--- config.mk ---
export PLATFORM = sky130hd
export DESIGN_NAME = gbfs_ram
export DESIGN_NICKNAME = d
export VERILOG_FILES = /design/src/rtl/gbfs_ram.sv
export SDC_FILE = /design/constraint.sdc
export NUM_CORES = 1
export LEC_CHECK = 0
export ABC_AREA = 0
export BUFFER_PORTS_ARGS = -buffer_cell sky130_fd_sc_hd__buf_2
export CORE_ASPECT_RATIO = 1.5
export CORE_UTILIZATION = 48
export CTS_BUF_LIST = sky130_fd_sc_hd__clkbuf_4 sky130_fd_sc_hd__clkbuf_8
export CTS_CLUSTER_DIAMETER = 100
export DETAILED_ROUTE_END_ITERATION = 7
export GPL_ROUTABILITY_DRIVEN = 1
export HOLD_SLACK_MARGIN = 0.02
export PLACE_DENSITY = 0.66
export REMOVE_ABC_BUFFERS = 1
export SLEW_MARGIN = 25
export SYNTH_ARGS = -nofsm -noshare
export SYNTH_HDL_FRONTEND = slang
export SYNTH_SLANG_ARGS = --single-unit
--- constraint.sdc ---
create_clock -name clk -period 2.2 [get_ports clk]
set_clock_uncertainty 0.2 [all_clocks]
set_input_delay 0.22 -clock clk [delete_from_list [all_inputs] [get_ports clk]]
set_output_delay 0.22 -clock clk [all_outputs]
set_load 0.02 [all_outputs]
--- src/rtl/gbfs_ram.sv ---
// Simple dual-port memory with one write port and one registered read port.
`timescale 1ns / 1ps
`default_nettype none
module gbfs_ram #(
  parameter int DEPTH = 64,
  parameter int WIDTH = 8
) (
  input  wire                      clk,
  input  wire                      we,
  input  wire  [$clog2(DEPTH)-1:0] waddr,
  input  wire  [WIDTH-1:0]         wdata,
  input  wire  [$clog2(DEPTH)-1:0] raddr,
  output logic [WIDTH-1:0]         rdata
);

  logic [WIDTH-1:0] mem [DEPTH];

  always_ff @(posedge clk) begin
    if (we) begin
      mem[waddr] <= wdata;
    end
  end

  always_ff @(posedge clk) begin
    rdata <= mem[raddr];
  end

endmodule
`default_nettype wire

==> results.toml, run 1 <==
[yosys]
synthTopCellsByArea = "edfxtp_1 (76%), mux4_2 (14%), nor2_1 (1.5%), mux2i_1 (1.1%), dfxtp_1 (0.79%)"
synth.mux.area_fraction_pct = 15.9
synthArstFlopShare_pct = 0
avgSynthCellArea_um2 = 21.5
synth_top_area_share_pct = 76.2
synth_edf_count = 512
synth_common_cells = "edfxtp_1 (512), mux4_2 (126), nor2_1 (83), mux2i_1 (23), nand2_1 (19)"
synth_compound_area_share_pct = 2.07
ys_types = 40
synth_fa_ha_area_share_pct = 0
synth_area_leader_cell = "edfxtp_1"
synthFlopType = "edfxtp_1"
synth_top_family_by_area = "multiplexers"
netlist_area_um2 = 20200
ys_seq_area_share_pct = 77.0
synth-seq-cells = 520
synth-simple-area-share_pct = 3.39
synth_xor_area_share_pct = 0
synth.most_common_cell = "edfxtp_1"
syn_inst = 940
ys_warn_count = 0

[min_path]
hold_end = "mem[55][0]"
whs_path_depth = 4
worstHoldStart = "waddr[0]"
hp-class = "in2reg"

[grt]
track_usage_pct = 22.8
grt_pass1_vias = 10700
grt_max_degree = 65
grt-ovfl-total = 0
grt_pass1_wl_um = 68700
antenna_found_initial = 1

[critical_path]
arrival_ns = 2.46
worstReg2RegStart = "mem[55][7]"
timing.rr.end = "rdata[7]"
cp_max_fo = 1
crit_required_ns = 2.51
setup.worst_path.class = "reg2reg"
r2r_setup_slack_ns = 0.04
cp-end-kind = "flip-flop"
worstRegToRegCells = 4
critPathLaunchType = "flip-flop"

[floorplanning]
io_pins = 30
dieArea_um2 = 42900
fp.dieW_um = 169
fp.dieH_um = 253
core_um2 = 41300
rows = 91
start_util_pct = 48.8

[power_and_ir_drop]
ir_worst_vdd_mv = 0.529
power_leakage_nw = 7.75
power_density_nw_per_um2 = 842

[place]
dpl.hpwl_um = 30500
numPortBuffers = 29
gp_congestion = 0.833
postPlaceCellArea_um2 = 22000

[drt]
drc = 0
post_drt_via_cell_ratio = 5.72
wl_um = 46600
antenna_left = 0
vias = 10100
avgRoutedWirePerCell_um = 26.3
dr.pass1.iters = 5
drt_iter0_drc = 739

[sta]
max_freq_ghz = 0.464
drv_slew = 0
timing.final.crit_share_pct = 98.0
finalHoldViolations = 0
period_minus_slack_ns = 2.16
worst_slew_margin_rel_pct = 33.0
setup_violations = 0
hold_slack_ns = 0.0665
worstMarginPinSlew_ns = 1.01
rsz0062_at_grt = "no"

[outcome]
status = "finished clean"

[cts]
cts_buffers = 75
clk_pin_slew_ns = 0.06
clk_latency_ns = 0.64
clockRootBuffer = "clkbuf_8"
cts_tree = "built"
clock_path_buffers = 3
htree_num_levels = 3
cts_sinks = 520
postCtsSetupBuffers = 0

[cells_and_area]
finalNetCount = 1176
stdcell_area_um2 = 23700
syn2layout_area_growth_pct = 17.3
drive_gt1_share_pct = 36.4

[flow_run]
drv_cap = 0
## sequential cells by signal, summed over array words and instances, names as in the netlist
name and flops:
rdata 8, mem 512
## through the flow
step / std cells / setup WS, ns / total power [mW] / utilization (%) / setup TNS, ns
global placement: 1623 / -0.429 / 12.4 / 53.2 / -2.71
detailed placement: 1623 / -0.432 / 12.4 / 53.2 / -2.69
CTS: 1770 / 0.0285 / 20.1 / 57.2 / 0
floorplan: 889 / 0.316 / 11.6 / - / 0
finish: 1771 / 0.0430 / 19.9 / 57.3 / 0
global route: 1771 / 0.00775 / 20.5 / 57.3 / 0
## layout by cell type (no fill, tap or decap), types with 7 or more instances in the layout
master	instances
clkinv_1	13
clkbuf_4	23
edfxtp_1	512
o221ai_1	8
buf_2	25
mux2i_1	23
buf_12	15
nand2_1	19
clkinv_2	10
nor2b_1	14
dlygate4sd3_1	12
nand2b_1	7
nand3_1	13
clkbuf_8	83
nor2_1	83
buf_4	135
o22ai_1	8
dfxtp_1	8
mux4_2	126
mux2_2	13
## critical path: stages, from the launching register on
cell and delay, ns:
edfxtp_1 0.35, mux4_2 0.56, mux4_2 0.49, o21ai_1 0.34
nand2_1 0.09
## what timing repair did
action / in CTS / in global routing
pin swaps: 0 / 0
setup endpoints to repair: 2 / 1
gates resized for setup: 3 / 1
hold buffers: 12 / 0
hold endpoints to repair: 424 / 0
cloned: 0 / 0
## worst max path at each step
| stage | start | end | depth (start not counted) |
|---|---|---|---|
| final | mem[55][7] | rdata[7] | 4 |
| after global routing | mem[29][4] | rdata[4] | 5 |
| after detailed placement | raddr[0] | rdata[7] | 6 |
| after CTS | mem[24][6] | rdata[6] | 6 |
| after floorplan | mem[29][4] | rdata[4] | 5 |
| after global placement | raddr[0] | rdata[4] | 6 |
## logic make-up (layout without fill, tap and decap cells)
kind of cell	Yosys count	count (layout)
AOI/OAI and AO/OA	54	54
buffers and inverters	51	323
DFF	520	520
muxes	162	162
other	0	1
and+or+nand+nor	153	153
## per-layer routing
layer / routed length [µm] / track usage [%] / up-vias
li1: - / - / 4368
met1: 17300 / 27.5 / 5344
met2: 25100 / 40.3 / 335
met3: 2940 / 4.41 / 77
met4: 1360 / 9.01 / 0
met5: 0 / 0 / -
## area by class of cell
| class | instances | area, µm² |
|---|---|---|
| fillers | 3027 | 17700 |
| clock inverters | 30 | 224 |
| well taps | 558 | 698 |
| flip-flops and latches | 520 | 15500 |
| diodes | 1 | 2.50 |
| multi-input cells | 369 | 4330 |
| repair buffers | 188 | 1570 |
| clock buffers | 105 | 1300 |
## report_power, final
part           switching [mW]  leakage [nW]  internal, mW
sequential             0.0340          4.67          11.0
clock                    3.55         0.808          4.19
combinational           0.682          2.27         0.501
total                    4.26          7.75          15.7
Power figures use the tool's default switching activity.
==> run 2, diff against run 1 <==
GPL_ROUTABILITY_DRIVEN = 0   (was 1)
PLACE_DENSITY = 0.67   (was 0.66)
==> run 2 against run 1 <==
Compared with the run above: the flow now finishes with violations (hold timing); register-to-register slack worse by 0.04 ns; critical path depth rose by 2; via count grew 0.86%; utilization fell by 0.28 points; clock-buffer cell count shrank 5; worst setup slack worse by 0.041 ns; combinational power is essentially flat; wire length down 2.2%; largest power group unchanged; highest routed layer unchanged.
==> results.toml, run 2 (synthesis results as in run 1) <==
[drt]
dr.pass1.iters = 5
drc = 0
post_drt_via_cell_ratio = 5.79
avgRoutedWirePerCell_um = 25.9
wl_um = 45600
vias = 10200
drt_iter0_drc = 924
antenna_left = 0

[sta]
period_minus_slack_ns = 2.20
max_freq_ghz = 0.455
finalHoldViolations = 6
worst_slew_margin_rel_pct = 47.5
hold_slack_ns = -0.154
finalWorstSetupSlack_ns = 0.00208
rsz0062_at_grt = "yes"
drv_slew = 0
setup_violations = 0
worstMarginPinSlew_ns = 0.788
timing.final.crit_share_pct = 99.9

[floorplanning]
fp.dieW_um = 169
fp.dieH_um = 253
rows = 91
dieArea_um2 = 42900
core_um2 = 41300
io_pins = 30
start_util_pct = 48.8

[cts]
postCtsSetupBuffers = 0
clockRootBuffer = "clkbuf_8"
clk_latency_ns = 0.64
clk_pin_slew_ns = 0.07
cts_tree = "built"
cts_buffers = 72
htree_num_levels = 3
hold_buffers = 11
clock_path_buffers = 3
cts_sinks = 520

[cells_and_area]
n_fill_cell = 3091
largest_reg_flops = 512
drive_gt1_share_pct = 36.4
finalNetCount = 1172
mostFrequentLayoutCells = "edfxtp_1 (512), buf_4 (138), mux4_2 (126)"
mostFrequentLayoutCell = "edfxtp_1"
stdcell_area_um2 = 23600
fin_cells = 1763
top_register = "mem"
top_regs = "mem: 512 flops, rdata: 8 flops"
syn2layout_area_growth_pct = 16.8

[power_and_ir_drop]
totalPowerFinal_mw = 19.5
ir_worst_vdd_mv = 0.594
power_leakage_nw = 7.70
power_density_nw_per_um2 = 829

[critical_path]
worstReg2RegStart = "mem[21][4]"
cp_max_fo = 1
r2r_setup_slack_ns = 0.002
worstRegToRegCells = 6
cp-end-kind = "flip-flop"
critPathLaunchType = "flip-flop"
arrival_ns = 2.48
timing.rr.end = "rdata[4]"
setup.worst_path.class = "reg2reg"
crit_required_ns = 2.49

[outcome]
status = "finished, violations left"
violations = "hold timing"

[grt]
grt_pass1_wl_um = 67700
grt_pass1_vias = 10500
grt_max_degree = 65
track_usage_pct = 22.3
antenna_found_initial = 2
grt-ovfl-total = 0

[flow_run]
drv_cap = 0

[min_path]
hp-class = "in2reg"
worstHoldStart = "raddr[5]"
hold_end = "rdata[2]"
whs_path_depth = 3

[place]
dpl.hpwl_um = 29400
place_ws_ns = -0.359
postPlaceCellArea_um2 = 22000
numPortBuffers = 29
dp.cells = 1625
run 2: cell count changes in the layout (fill, tap and decap cells not counted), moves of 2 or more:
cell,before,now
a2111oi_0,2,0
buf_12,15,12
buf_4,135,138
clkbuf_4,23,21
clkbuf_8,83,80
dlygate4sd3_1,12,9
mux2_2,13,11
mux2_4,0,2
o221a_2,2,0
o221a_4,0,2
run 2: report_power, final:
group	internal [mW]	switching, mW
clock	3.89	3.46
sequential	11.0	0.0376
combinational	0.492	0.681
run 2: worst max path at each step:
| stage | slack [ns] | end | start | cells after the start |
|---|---|---|---|---|
| 2_1_floorplan | 0.32 | rdata[4] | mem[29][4] | 5 |
| 3_3_place_gp | -0.38 | rdata[3] | raddr[0] | 7 |
| 3_5_place_dp | -0.36 | rdata[3] | raddr[0] | 7 |
| 4_1_cts | -0.01 | rdata[6] | mem[21][6] | 6 |
| 5_1_grt | -0.02 | rdata[4] | mem[21][4] | 6 |
| 6_report | 0.002 | rdata[4] | mem[21][4] | 6 |
run 2: worst max-delay path, stage by stage, from the launching register on:
cell and delay (ns):
edfxtp_1 0.37, mux4_2 0.48, mux2_4 0.30, o221a_4 0.27, nor3_2 0.18, buf_4 0.16
o32ai_1 0.08
run 2: routing by layer:
layer	wire [µm]	GRT usage, %	vias up	part of all wire (%)
li1	-	-	4355	-
met5	0	0	-	0
met3	2770	3.86	116	6.1
met2	23700	37.8	393	52
met1	17200	27.6	5347	38
met4	2020	11.3	0	4.4
run 2: stage by stage:
step	hold WS, ns	setup TNS [ns]	utilization, %
floorplan	0.119	0	-
global placement	0.469	-2.14	53.2
detailed placement	0.472	-2.06	53.2
CTS	-0.124	-0.0106	56.9
global route	-0.154	-0.0215	57.0
finish	-0.154	0	57.0
run 2: what timing repair did:
item / 4_1_cts / 5_1_grt
hold endpoints to repair: 249 / 8
resized for setup: 3 / 9
endpoints found under the setup margin: 3 / 6
pin swaps: 1 / 4
run 2: area by class of cell:
type / count / area (µm²) / area share, %
diodes: 1 / 2.50 / 0.0106
clock buffers: 100 / 1240 / 5.29
clock inverters: 28 / 178 / 0.754
multi-input cells: 369 / 4370 / 18.6
flip-flops and latches: 520 / 15500 / 66.0
well taps: 558 / 698 / 2.96
repair buffers: 187 / 1520 / 6.46
